<file path="config.mk">
export PLATFORM = sky130hd
export DESIGN_NAME = keypad_number_entry_top_flat
export DESIGN_NICKNAME = d
export VERILOG_FILES = /design/src/hw/rtl/kne_pkg.sv /design/src/hw/rtl/kne_chan_if.sv /design/src/hw/rtl/kne_front.sv /design/src/hw/rtl/kne_queue.sv /design/src/hw/rtl/kne_back.sv /design/src/hw/rtl/keypad_number_entry_top.sv /design/src/flat_wrapper.sv
export SDC_FILE = /design/constraint.sdc
export NUM_CORES = 1
export LEC_CHECK = 0
export ABC_CLOCK_PERIOD_IN_PS = 9200
export BUFFER_PORTS_ARGS = -buffer_cell sky130_fd_sc_hd__buf_4
export CAP_MARGIN = 20
export CORE_MARGIN = 3
export CORE_UTILIZATION = 28
export CTS_BUF_LIST = sky130_fd_sc_hd__clkbuf_4 sky130_fd_sc_hd__clkbuf_8
export CTS_CLUSTER_SIZE = 30
export DETAILED_ROUTE_END_ITERATION = 8
export PLACE_DENSITY = 0.53
export SLEW_MARGIN = 30
export SYNTH_ARGS = -nofsm -noshare
export SYNTH_HDL_FRONTEND = slang
export SYNTH_SLANG_ARGS = --single-unit
</file>
<file path="constraint.sdc">
create_clock -name clock -period 9.2 [get_ports clock]
set_input_delay 1.84 -clock clock [delete_from_list [all_inputs] [get_ports clock]]
set_output_delay 1.84 -clock clock [all_outputs]
set_load 0.1 [all_outputs]
</file>
<file path="src/hw/rtl/kne_pkg.sv">
// shared types, constants and the key table for the keypad number entry block
// no dependencies; the other files, kne_chan_if apart, refer to it by scoped names

package kne_pkg;

   localparam int MAX_DIGITS  = 3;
   localparam int QUEUE_DEPTH = 2;

   localparam int COL_W   = 4;
   localparam int KEY_W   = 4;
   localparam int CODE_W  = 8;
   localparam int DIGIT_W = 4;
   localparam int VALUE_W = 10;
   localparam int COUNT_W = 2;
   localparam int END_W   = 2;

   localparam logic [CODE_W-1:0] ASCII_ZERO = 8'h30;
   localparam logic [CODE_W-1:0] ASCII_NINE = 8'h39;
   localparam logic [CODE_W-1:0] ASCII_B    = 8'h42;
   localparam logic [CODE_W-1:0] ASCII_C    = 8'h43;
   localparam logic [CODE_W-1:0] ASCII_D    = 8'h44;
   localparam logic [CODE_W-1:0] ASCII_E    = 8'h45;

   localparam logic [COL_W-1:0] COLS_RELEASED = 4'hF;
   localparam logic [COL_W-1:0] ROWS_ALL_LOW  = 4'h0;
   localparam logic [COL_W-1:0] ROW0_LOW      = 4'hE;

   localparam logic [END_W-1:0] END_KEY_E = 2'd0;
   localparam logic [END_W-1:0] END_KEY_B = 2'd1;
   localparam logic [END_W-1:0] END_KEY_D = 2'd2;

   typedef enum logic [1:0] {
      PH_IDLE    = 2'd0,
      PH_SCAN    = 2'd1,
      PH_RELEASE = 2'd2
   } scan_phase_type;

   typedef struct packed {
      logic [COL_W-1:0] column_levels;
   } req_type;

   typedef struct packed {
      logic [COL_W-1:0]   row_drive;
      logic               key_event;
      logic [CODE_W-1:0]  key_code;
      logic               echo_valid;
      logic [DIGIT_W-1:0] echo_digit;
      logic               erase_echo;
      logic               rejected;
      logic               entry_done;
      logic [VALUE_W-1:0] entry_value;
      logic [END_W-1:0]   end_key;
      logic [COUNT_W-1:0] digits_held;
   } rsp_type;

   typedef struct packed {
      logic edit_mode;
   } csr_type;

   // one scanner tick as handed to the entry logic
   typedef struct packed {
      logic [COL_W-1:0] row_drive;
      logic             key_event;
      logic [KEY_W-1:0] key_index;
   } scan_rec_type;

   function automatic logic [CODE_W-1:0] key_ascii(input logic [KEY_W-1:0] idx);
      logic [CODE_W-1:0] code;
      unique case (idx)
         4'd0:    code = 8'h31;
         4'd1:    code = 8'h32;
         4'd2:    code = 8'h33;
         4'd3:    code = 8'h41;
         4'd4:    code = 8'h34;
         4'd5:    code = 8'h35;
         4'd6:    code = 8'h36;
         4'd7:    code = 8'h42;
         4'd8:    code = 8'h37;
         4'd9:    code = 8'h38;
         4'd10:   code = 8'h39;
         4'd11:   code = 8'h43;
         4'd12:   code = 8'h45;
         4'd13:   code = 8'h30;
         4'd14:   code = 8'h2A;
         default: code = 8'h44;
      endcase
      return code;
   endfunction

endpackage

</file>
<file path="src/hw/rtl/kne_chan_if.sv">
// valid/ready channel carrying one payload struct per transfer
// payload types come from kne_pkg

interface kne_chan_if #(
   parameter type payload_type = logic
);
   logic        valid;
   logic        ready;
   payload_type payload;

   modport source (output valid, output payload, input ready);
   modport sink   (input valid, input payload, output ready);
endinterface

</file>
<file path="src/hw/rtl/kne_front.sv">
// row scanner: samples columns, walks the rows, finds the key and waits for release
// depends on kne_pkg and kne_chan_if

module kne_front (
   input  logic                  clock,
   input  logic                  reset,
   kne_chan_if.sink              req_chan,
   input  logic                  queue_full,
   output logic                  push,
   output kne_pkg::scan_rec_type push_data
);

   kne_pkg::scan_phase_type phase_ff, phase_in;
   logic [1:0]              row_ff, row_in;
   logic [kne_pkg::KEY_W-1:0] found_ff, found_in;
   logic [kne_pkg::COL_W-1:0] cols;
   logic                    pressed;
   logic [1:0]              low_col;
   logic [1:0]              next_row;

   assign req_chan.ready = !queue_full;
   assign push           = req_chan.valid && !queue_full;
   assign cols           = req_chan.payload.column_levels;
   assign pressed        = cols != kne_pkg::COLS_RELEASED;
   assign next_row       = row_ff + 2'd1;

   always_comb begin
      priority if (!cols[0]) low_col = 2'd0;
      else if (!cols[1])     low_col = 2'd1;
      else if (!cols[2])     low_col = 2'd2;
      else                   low_col = 2'd3;
   end

   // next state
   always_comb begin
      unique case (phase_ff)
         kne_pkg::PH_SCAN: begin
            if (pressed)            phase_in = kne_pkg::PH_RELEASE;
            else if (row_ff == 2'd3) phase_in = kne_pkg::PH_IDLE;
            else                    phase_in = kne_pkg::PH_SCAN;
         end
         kne_pkg::PH_RELEASE: begin
            phase_in = pressed ? kne_pkg::PH_RELEASE : kne_pkg::PH_IDLE;
         end
         default: begin
            phase_in = pressed ? kne_pkg::PH_SCAN : kne_pkg::PH_IDLE;
         end
      endcase
   end

   // outputs and datapath
   always_comb begin
      row_in              = row_ff;
      found_in            = found_ff;
      push_data.row_drive = kne_pkg::ROWS_ALL_LOW;
      push_data.key_event = 1'b0;
      push_data.key_index = found_ff;
      unique case (phase_ff)
         kne_pkg::PH_SCAN: begin
            if (pressed) begin
               found_in = {row_ff, low_col};
            end else if (row_ff == 2'd3) begin
               row_in = 2'd0;
            end else begin
               row_in              = next_row;
               push_data.row_drive = ~(4'b0001 << next_row);
            end
         end
         kne_pkg::PH_RELEASE: begin
            push_data.key_event = !pressed;
         end
         default: begin
            if (pressed) begin
               row_in              = 2'd0;
               push_data.row_drive = kne_pkg::ROW0_LOW;
            end
         end
      endcase
   end

   always_ff @(posedge clock) begin
      if (reset) begin
         phase_ff <= kne_pkg::PH_IDLE;
         row_ff   <= 2'd0;
         found_ff <= '0;
      end else if (push) begin
         phase_ff <= phase_in;
         row_ff   <= row_in;
         found_ff <= found_in;
      end
   end

endmodule

</file>
<file path="src/hw/rtl/kne_queue.sv">
// short fifo of scanner records between the scanner and the entry logic
// depends on kne_pkg

module kne_queue #(
   parameter int DEPTH = kne_pkg::QUEUE_DEPTH
) (
   input  logic                  clock,
   input  logic                  reset,
   input  logic                  push,
   input  kne_pkg::scan_rec_type push_data,
   output logic                  full,
   input  logic                  pop,
   output logic                  pop_valid,
   output kne_pkg::scan_rec_type pop_data
);

   localparam int PTR_W = (DEPTH > 1) ? $clog2(DEPTH) : 1;
   localparam int CNT_W = $clog2(DEPTH + 1);

   kne_pkg::scan_rec_type entry_ff [DEPTH];
   logic [PTR_W-1:0] wr_ptr_ff, rd_ptr_ff;
   logic [CNT_W-1:0] count_ff;

   assign full      = count_ff == CNT_W'(DEPTH);
   assign pop_valid = count_ff != '0;
   assign pop_data  = entry_ff[rd_ptr_ff];

   always_ff @(posedge clock) begin
      if (push) begin
         entry_ff[wr_ptr_ff] <= push_data;
      end
   end

   always_ff @(posedge clock) begin
      if (reset) begin
         wr_ptr_ff <= '0;
         rd_ptr_ff <= '0;
         count_ff  <= '0;
      end else begin
         if (push) begin
            wr_ptr_ff <= (wr_ptr_ff == PTR_W'(DEPTH - 1)) ? '0 : wr_ptr_ff + 1'b1;
         end
         if (pop) begin
            rd_ptr_ff <= (rd_ptr_ff == PTR_W'(DEPTH - 1)) ? '0 : rd_ptr_ff + 1'b1;
         end
         if (push && !pop) begin
            count_ff <= count_ff + 1'b1;
         end else if (pop && !push) begin
            count_ff <= count_ff - 1'b1;
         end
      end
   end

endmodule

</file>
<file path="src/hw/rtl/kne_back.sv">
// number entry: decodes released keys, keeps the number and digit count,
// holds the edit mode register and the result output register; depends on kne_pkg

module kne_back (
   input  logic                  clock,
   input  logic                  reset,
   input  logic                  pop_valid,
   input  kne_pkg::scan_rec_type pop_data,
   output logic                  pop,
   kne_chan_if.source            rsp_chan,
   kne_chan_if.sink              csr_chan
);

   logic [kne_pkg::VALUE_W-1:0] number_ff, number_in;
   logic [kne_pkg::COUNT_W-1:0] count_ff, count_in;
   logic                        edit_ff;
   logic                        rsp_valid_ff;
   kne_pkg::rsp_type            rsp_data_ff, rsp_data_in;

   logic [kne_pkg::CODE_W-1:0]  key;
   logic [kne_pkg::CODE_W-1:0]  key_offset;
   logic [kne_pkg::DIGIT_W-1:0] digit;
   logic                        is_digit;
   logic [17:0]                 quot_prod;
   logic [kne_pkg::VALUE_W-1:0] quot;
   logic [kne_pkg::VALUE_W-1:0] appended;

   assign pop            = pop_valid && (!rsp_valid_ff || rsp_chan.ready);
   assign rsp_chan.valid = rsp_valid_ff;
   assign rsp_chan.payload = rsp_data_ff;
   assign csr_chan.ready = 1'b1;

   assign key        = kne_pkg::key_ascii(pop_data.key_index);
   assign key_offset = key - kne_pkg::ASCII_ZERO;
   assign digit      = key_offset[kne_pkg::DIGIT_W-1:0];
   assign is_digit   = (key >= kne_pkg::ASCII_ZERO) && (key <= kne_pkg::ASCII_NINE);
   // divide by ten as multiply by 205/2048, exact below 1029
   assign quot_prod  = {8'd0, number_ff} * 18'd205;
   assign quot       = {3'd0, quot_prod[17:11]};
   assign appended   = (number_ff << 3) + (number_ff << 1)
                       + {{(kne_pkg::VALUE_W-kne_pkg::DIGIT_W){1'b0}}, digit};

   always_comb begin
      number_in   = number_ff;
      count_in    = count_ff;
      rsp_data_in = '0;
      rsp_data_in.row_drive = pop_data.row_drive;
      if (pop_data.key_event) begin
         rsp_data_in.key_event = 1'b1;
         rsp_data_in.key_code  = key;
         priority if (is_digit) begin
            if (count_ff < kne_pkg::COUNT_W'(kne_pkg::MAX_DIGITS)) begin
               number_in              = appended;
               count_in               = count_ff + 1'b1;
               rsp_data_in.echo_valid = 1'b1;
               rsp_data_in.echo_digit = digit;
            end else begin
               number_in            = '0;
               count_in             = '0;
               rsp_data_in.rejected = 1'b1;
            end
         end else if (key == kne_pkg::ASCII_C) begin
            if (count_ff != '0) begin
               number_in              = quot;
               count_in               = count_ff - 1'b1;
               rsp_data_in.erase_echo = 1'b1;
            end
         end else if (key == kne_pkg::ASCII_E) begin
            rsp_data_in.entry_done = 1'b1;
            rsp_data_in.end_key    = kne_pkg::END_KEY_E;
         end else if (edit_ff && key == kne_pkg::ASCII_B) begin
            rsp_data_in.entry_done = 1'b1;
            rsp_data_in.end_key    = kne_pkg::END_KEY_B;
         end else if (edit_ff && key == kne_pkg::ASCII_D) begin
            rsp_data_in.entry_done = 1'b1;
            rsp_data_in.end_key    = kne_pkg::END_KEY_D;
         end else begin
            // other keys are only reported
            rsp_data_in.entry_done = 1'b0;
         end
      end
      rsp_data_in.entry_value = number_in;
      if (rsp_data_in.entry_done) begin
         number_in = '0;
         count_in  = '0;
      end
      rsp_data_in.digits_held = count_in;
   end

   always_ff @(posedge clock) begin
      if (reset) begin
         number_ff    <= '0;
         count_ff     <= '0;
         edit_ff      <= 1'b0;
         rsp_valid_ff <= 1'b0;
      end else begin
         if (csr_chan.valid) begin
            edit_ff <= csr_chan.payload.edit_mode;
         end
         if (pop) begin
            number_ff    <= number_in;
            count_ff     <= count_in;
            rsp_valid_ff <= 1'b1;
         end else if (rsp_chan.ready) begin
            rsp_valid_ff <= 1'b0;
         end
      end
   end

   always_ff @(posedge clock) begin
      if (pop) begin
         rsp_data_ff <= rsp_data_in;
      end
   end

   a_number_fits_count: assert property (@(posedge clock) disable iff (reset)
      ((count_ff == 2'd0) && (number_ff == 10'd0)) ||
      ((count_ff == 2'd1) && (number_ff < 10'd10)) ||
      ((count_ff == 2'd2) && (number_ff < 10'd100)) ||
      ((count_ff == 2'd3) && (number_ff < 10'd1000)))
      else $error("number out of range for digit count");

   a_pop_fills_output: assert property (@(posedge clock) disable iff (reset)
      pop |=> rsp_valid_ff)
      else $error("popped record did not reach the output register");

   a_done_clears_count: assert property (@(posedge clock) disable iff (reset)
      (rsp_valid_ff && rsp_data_ff.entry_done) |-> (rsp_data_ff.digits_held == '0))
      else $error("finished entry left digits held");

   a_single_action: assert property (@(posedge clock) disable iff (reset)
      rsp_valid_ff |-> $onehot0({rsp_data_ff.echo_valid, rsp_data_ff.erase_echo,
                                 rsp_data_ff.rejected, rsp_data_ff.entry_done}))
      else $error("more than one entry action in one result");

endmodule

</file>
<file path="src/hw/rtl/keypad_number_entry_top.sv">
// top level of the keypad number entry block: scanner, record queue, entry logic
// depends on kne_pkg, kne_chan_if, kne_front, kne_queue and kne_back
//
// req_chan carries one sample of the active-low keypad columns per transfer.
// rsp_chan returns exactly one result per sample: the row levels to drive
// before the next sample plus any key event, echo, erase, reject or finished
// entry with the current number and digit count.
// csr_chan writes the edit mode bit; it is always ready and is meant to be
// written while no samples are in flight.
// a transferred sample is written into the queue and its result is then loaded
// into the result register that drives rsp_chan. throughput: one sample per
// cycle while rsp_chan does not stall; scanner and entry logic take new records.
// when rsp_chan stalls, the result register holds and up to QUEUE_DEPTH
// scanner records collect in the queue; then req_chan ready drops.
// reset (synchronous) puts the scanner in idle with all rows low, clears the
// number, digit count and edit mode, and empties the queue.

module keypad_number_entry_top #(
   parameter int QUEUE_DEPTH = kne_pkg::QUEUE_DEPTH
) (
   input  logic       clock,
   input  logic       reset,
   kne_chan_if.sink   req_chan,
   kne_chan_if.source rsp_chan,
   kne_chan_if.sink   csr_chan
);

   logic                  push;
   logic                  queue_full;
   kne_pkg::scan_rec_type push_data;
   logic                  pop;
   logic                  pop_valid;
   kne_pkg::scan_rec_type pop_data;

   kne_front u_front (
      .clock      (clock),
      .reset      (reset),
      .req_chan   (req_chan),
      .queue_full (queue_full),
      .push       (push),
      .push_data  (push_data)
   );

   kne_queue #(
      .DEPTH (QUEUE_DEPTH)
   ) u_queue (
      .clock     (clock),
      .reset     (reset),
      .push      (push),
      .push_data (push_data),
      .full      (queue_full),
      .pop       (pop),
      .pop_valid (pop_valid),
      .pop_data  (pop_data)
   );

   kne_back u_back (
      .clock     (clock),
      .reset     (reset),
      .pop_valid (pop_valid),
      .pop_data  (pop_data),
      .pop       (pop),
      .rsp_chan  (rsp_chan),
      .csr_chan  (csr_chan)
   );

endmodule

</file>
<file path="src/flat_wrapper.sv">
// flat-port wrapper written by rule: the top's interface ports become plain ports
module keypad_number_entry_top_flat 
#(
   parameter int QUEUE_DEPTH = kne_pkg::QUEUE_DEPTH
)
  (clock, reset, req_chan_valid, req_chan_payload, req_chan_ready, rsp_chan_valid, rsp_chan_payload, rsp_chan_ready, csr_chan_valid, csr_chan_payload, csr_chan_ready);
  kne_chan_if #(.payload_type(kne_pkg::req_type)) req_chan_i ();
  kne_chan_if #(.payload_type(kne_pkg::rsp_type)) rsp_chan_i ();
  kne_chan_if #(.payload_type(kne_pkg::csr_type)) csr_chan_i ();
  input  logic clock;
  input  logic reset;
  input wire logic [$bits(req_chan_i.valid)-1:0] req_chan_valid;
  input wire logic [$bits(req_chan_i.payload)-1:0] req_chan_payload;
  output wire logic [$bits(req_chan_i.ready)-1:0] req_chan_ready;
  output wire logic [$bits(rsp_chan_i.valid)-1:0] rsp_chan_valid;
  output wire logic [$bits(rsp_chan_i.payload)-1:0] rsp_chan_payload;
  input wire logic [$bits(rsp_chan_i.ready)-1:0] rsp_chan_ready;
  input wire logic [$bits(csr_chan_i.valid)-1:0] csr_chan_valid;
  input wire logic [$bits(csr_chan_i.payload)-1:0] csr_chan_payload;
  output wire logic [$bits(csr_chan_i.ready)-1:0] csr_chan_ready;
  assign req_chan_i.valid = req_chan_valid;
  assign req_chan_i.payload = req_chan_payload;
  assign req_chan_ready = req_chan_i.ready;
  assign rsp_chan_valid = rsp_chan_i.valid;
  assign rsp_chan_payload = rsp_chan_i.payload;
  assign rsp_chan_i.ready = rsp_chan_ready;
  assign csr_chan_i.valid = csr_chan_valid;
  assign csr_chan_i.payload = csr_chan_payload;
  assign csr_chan_ready = csr_chan_i.ready;
  keypad_number_entry_top #(.QUEUE_DEPTH(QUEUE_DEPTH)) u_core (.clock(clock), .reset(reset), .req_chan(req_chan_i), .rsp_chan(rsp_chan_i), .csr_chan(csr_chan_i));
endmodule
</file>
Word-level counts from Yosys, hierarchy flattened

Memory sizes are Yosys's and may differ from the RTL's. A register that Yosys moved wholly into a read port is not among the register bits.
Index checks and enable logic that the tools add are counted.

Add/subtract/negate cells: 10
$mul: 1
Order comparisons: 3
Equal/unequal tests: 10
Shift-type cells: 1
Multiplexer cells: 54
Bitwise operators: 4
Reductions and logical operators: 25

Operators by type and width:

| kind                                                              | number |
|---|---|
| two-way mux 10 bit                                                | 6 |
| == test 8 x 7 -> 1 bit, second input constant                     | 4 |
| two-way mux 2 bit                                                 | 16 |
| two-way mux 1 bit                                                 | 23 |
| multiplier 10 x 8 -> 18 bit, second input constant                | 1 |
| two-way mux 17 bit                                                | 1 |
| two-way mux 4 bit                                                 | 3 |
| adder 10 bit                                                      | 1 |
| adder 10 x 4 -> 10 bit                                            | 1 |
| two-way mux 5 bit                                                 | 2 |
| nonzero test 2 bit                                                | 5 |
| greater-or-equal comparator 8 x 6 -> 1 bit, second input constant | 1 |
| <= comparator 8 x 6 -> 1 bit, second input constant               | 1 |
| one-hot mux 2 bit (2 select lines)                                | 2 |
| one-hot mux 4 bit (2 select lines)                                | 1 |
| logical AND 1 bit                                                 | 7 |
| adder 2 x 1 -> 2 bit, second input constant                       | 3 |
| == test 2 bit, second input constant                              | 3 |
| AND reduction 3 bit                                               | 2 |
| logical NOT 1 bit                                                 | 5 |
| OR reduction 5 bit                                                | 1 |
| inequality test 4 bit, second input constant                      | 1 |
| NOT 4 bit                                                         | 1 |
| AND reduction 4 bit                                               | 1 |
| 12 further kinds                                                  | 16 |

Register bits: 61
RAM bits: 18
Memory bits (read-only): 112
Input bits: 10
Word-level logic and storage cells: 132
Memories kept: 2

Memory list:

| memory                  | words | bits a word | rd ports | clocked after Yosys merged registers in | wr ports | line            | text |
|---|---|---|---|---|---|---|---|
| (name not given)        | 16    | 7           | 1        | 0                                       | 0        | kne_pkg.sv:69   | `unique case (idx)` |
| u_core.u_queue.entry_ff | 2     | 9           | 1        | 1                                       | 1        | kne_queue.sv:20 | `kne_pkg::scan_rec_type entry_ff [DEPTH];` |

Logic depth before layout (Yosys ltp)

An unclocked memory read counts as a cell.

Depth after elaboration: 10
Depth in mapped cells: 19
Depth with buffers taken out: 18

Cells and area by module

Synthesis repeated with hierarchy kept, for this count alone.

Cell total of the unflattened synthesis: 540
Area, all modules: 5,635.4 um2

Modules (own cells, without submodules):

| module    | instances | cells each | area each (um2) | sequential area each (um2) |
|---|---|---|---|---|
| kne_back  | 1         | 424        | 4,219.0         | 1,301.2 |
| kne_queue | 1         | 50         | 857.1           | 640.6 |
| kne_front | 1         | 66         | 559.3           | 160.2 |

Worst setup path after synthesis

OpenSTA, ideal clock, no wires.

Path kind: register -> register
Start: reg u_core.u_back.number_ff[6] (netlist name)
End: reg u_core.u_back.number_ff[5] (netlist name)
Library setup time: 117 ps
Arrival time: 4,193 ps
Required time: 9,083 ps
Setup slack: 4,890 ps
Stages on the path, launching flop included: 17
Buffers on the path: 0
Path through: dfxtp_1 > ha_1 > inv_1 > fa_1 > inv_1 > fa_1 > inv_1 > fa_1 > inv_1 > ha_1 > a2111oi_2 > nand2b_1 > o211ai_1 > o221ai_1 > xor2_1 > a211o_1 > a22o_1

RTL lines:

| what                   | line            | text |
|---|---|---|
| from (decl)            | kne_back.sv:14  | `logic [kne_pkg::VALUE_W-1:0] number_ff, number_in;` |
| from (signal assigned) | kne_back.sv:101 | `number_ff <= number_in;` |

==> key figures <==
STA
  • Slew @ Worst Pin: between 0.9 and 1 ns
  • Final setup fails: 0
  • Max-slew violations: 0
  • Clock period minus worst slack: about 4.9 ns
  • Tcrit/Tclk final: a little over half
  • Fmax: around 0.21 GHz
  • Clk_skew: 0.01537 ns
  • RSZ-0062 raised after global routing: false
  • Endpoints failing hold: 0
  • Total negative setup slack: 0 ns
  • Worst rel slew slack: 37.63%

Finish
  • Most frequent cells in the layout: ha_1 (80), inv_1 (75), nor2_1 (53)
  • Ant diodes: 0
  • Commonest non-fill, non-tap cell in the layout: ha_1
  • Fillers: 2023
  • P&R area growth vs syn: 13.89%
  • Non-Filler Cell Area, Final: roughly 6500 sq um
  • Nets: around 700
  • Storage cell area: 2102 sq um
  • Layout cell share with drive strength beyond 1: between 10% and 20%
  • Multi-input logic area: roughly 3200 sq um

Setup path
  • Startpoint Class: flop
  • CP arrival: just over 5 ns
  • WS Path Type: flop to flop
  • Required @ worst endpoint: around 9.5 ns
  • Crit-path slowest cell: o311ai_0
  • Crit-path max FO: 7
  • Slowest stage delay, CP: approximately 0.55 ns
  • Crit-path cells: ha_1, inv_1, fa_1, inv_1, fa_1, inv_1, fa_1, inv_1, ha_1, a2111oi_2, nand2b_1, o211a_1, o311ai_0, nand3_1, o221ai_2, a22o_1
  • Cells on worst reg2reg path: 16
  • Most Frequent Cell on Critical Path: inv_1
  • Critical Path End Type: flop

Run status
  • Status: complete, no violations

Floorplan
  • Initial core utilization: 29.00%
  • Chip width: between 100 and 150 um
  • Die H: 149.1 um
  • Die Area: approximately 22000 sq um
  • Site Rows: between 50 and 60
  • Core ar.: slightly below 20000 sq um
  • Io pins: 48

Synth
  • Seq/Total Area, Yosys: a little over a third
  • Yosys reg bits: between 70 and 80
  • Mapped Cells: around 560
  • YS warnings: 0
  • Post-synth EDFFs: 52
  • Post-synthesis async set-or-reset flop share: 0%
  • Synthesized area: 5737 sq um
  • Syn_area_per_cell: 10.30 sq um
  • Synth Net Count: about 670
  • Primary FF master, synth: edfxtp_1
  • Distinct cells, synth: about 70

Power and ir drop
  • Sw frac: a little over half
  • Logic pwr share: around 57%
  • Sequential Power Share: ~29%
  • Clock power frac: between 10% and 20%
  • Leak: ~0.0031 uW
  • Cell Pwr Density: between 300 and 400 nW/um^2
  • Maximum VDD drop: between 0.15 and 0.2 mV
  • Int Power: around 960 uW
  • Net switching power: ~1100 uW

CTS
  • Cts bufs inserted: 9
  • Clock Root Buffer: clkbuf_8
  • Clk pin slew, worst setup/hold paths: 0.07 ns
  • Post-cts gate resize count: 0
  • Htree depth: 3
  • Clock Latency Late Sink: 0.37 ns
  • Post-CTS setup buffers: 0
  • Clock buffer depth: 2
  • CTS tree: yes
  • Clock sink count: between 70 and 80
  • Cts hold-fix bufs: 0

Routing
  • Routed vias: slightly above 4000
  • DRT Wirelength: 13050 um
  • Average wire per standard cell: around 15 um
  • Vias per std cell: roughly 4.7
  • Post-route ant nets: 0
  • Iteration-0 DRC Markers: around 260
  • DR DRC count: 0
  • Pre-antenna DRT Iters: 4

Placed design
  • Post-DP Area: between 6000 and 7000 sq um
  • Port bufs: 45
  • Post-DP HPWL: 10160 um
  • Routability cong.: between 0.8 and 0.9

Run
  • Max Cap Viol: 0

Global routing
  • Vias in the first global route: 4230
  • Largest net degree at the start of global routing: 36
  • First-pass GRT wire length: between 20000 and 25000 um
  • Global Route Usage Sum: approximately an eighth
  • Initial antenna violation count: 0
  • Remaining Overflow, GRT: 0

Hold path
  • Hold Path Class: flop to flop
  • Hold-critical path depth: 0
==> cells in the mapped netlist (6+ instances only) <==
| cell | instances | share of area (%) |
|---|---|---|
| xor2_1 | 9 | 1.4 |
| nor2_1 | 53 | 3.5 |
| fa_1 | 18 | 6.3 |
| inv_1 | 75 | 4.9 |
| a21oi_1 | 25 | 2.2 |
| a22o_1 | 10 | 1.5 |
| mux2i_1 | 8 | 1.4 |
| nand3_1 | 13 | 1.1 |
| nand2b_1 | 10 | 1.1 |
| dfxtp_1 | 27 | 9.4 |
| ha_1 | 80 | 17 |
| xnor2_1 | 10 | 1.5 |
| clkbuf_1 | 7 | 0.46 |
| o21ai_0 | 20 | 1.7 |
| nand2_1 | 27 | 1.8 |
| mux2_2 | 6 | 1.2 |
| edfxtp_1 | 52 | 27 |
==> layer usage <==
layer  vias to the layer above  global-route usage, %  part of all wire (%)
li1                       2051                      -                     -
met3                        13                  3.099                   4.9
met5                         -                      0                     0
met1                      1963                  16.21                    48
met2                        85                  19.69                    46
met4                         0                  3.570                   1.7
==> power groups by stage <==
stage	clock network [uW]	registers (uW)	logic, uW
finish	281	581	1160
global route	306	593	1250
CTS	292	583	1170
detailed placement	0	589	1170
global placement	0	586	1160
floorplan	0	1030	470
==> sequential cells by signal, indices dropped and copies added (netlist names), 2 cells and up, named ones only <==
name / cells
u_core.u_front.row_ff: 2
u_core.u_back.number_ff: 10
u_core.u_back.rsp_chan.payload: 34
u_core.u_queue.count_ff: 2
u_core.u_front.found_ff: 4
u_core.u_front.phase_ff: 2
u_core.u_back.count_ff: 2
u_core.u_queue.entry_ff: 18
==> metrics by stage <==
step                std cells  total power [uW]  setup slack, ns  util, %  hold slack, ns
floorplan                 557              1501            4.890        -          0.4259
global placement          853              1742            4.505    31.95          0.4423
detailed placement        853              1755            4.356    31.95          0.4530
CTS                       868              2047            4.354    33.03          0.4723
global route              868              2144            3.941    33.03          0.4986
finish                    868              2025            4.322    33.03          0.4740
==> layout make-up <==
type | count | area share (%)
clock inverters | 4 | 1.130
flip-flops and latches | 79 | 32.17
inverters | 77 | 4.424
well taps | 265 | 5.075
repair buffers | 47 | 5.400
multi-input cells | 385 | 49.67
clock buffers | 11 | 2.126
==> cell families (layout without fill, tap and decap cells) <==
family	after synthesis	in the layout	share of synthesized area, %
XOR/XNOR	19	19	2.901
adder cells (fa/ha/maj)	98	98	23.73
AO/OA/AOI/OAI	115	115	14.81
multiplexers	18	18	3.991
flip-flops	79	79	36.64
buffers and inverters	93	139	6.783
AND/OR/NAND/NOR	133	133	11.01
other	2	2	0.1309
==> path summary, 6_finish.rpt <==
path	start	to	slack, ns
hold / removal	u_core.u_front.found_ff[3]	u_core.u_queue.entry_ff[0][3]	0.47
setup / recovery	u_core.u_back.number_ff[6]	u_core.u_back.number_ff[3]	4.32
hold reg to reg	u_core.u_front.found_ff[3]	u_core.u_queue.entry_ff[0][3]	0.47
setup reg to reg	u_core.u_back.number_ff[6]	u_core.u_back.number_ff[3]	4.32
==> worst max-delay path: cells and delay by family, from the launching register on <==
kind	cells	cell delay, ns
buf+inv	4	0.22
compound gates	5	1.57
fa+ha+maj	5	2.18
flops	1	0.43
simple gates	2	0.40
Power figures use the tool's default switching activity.
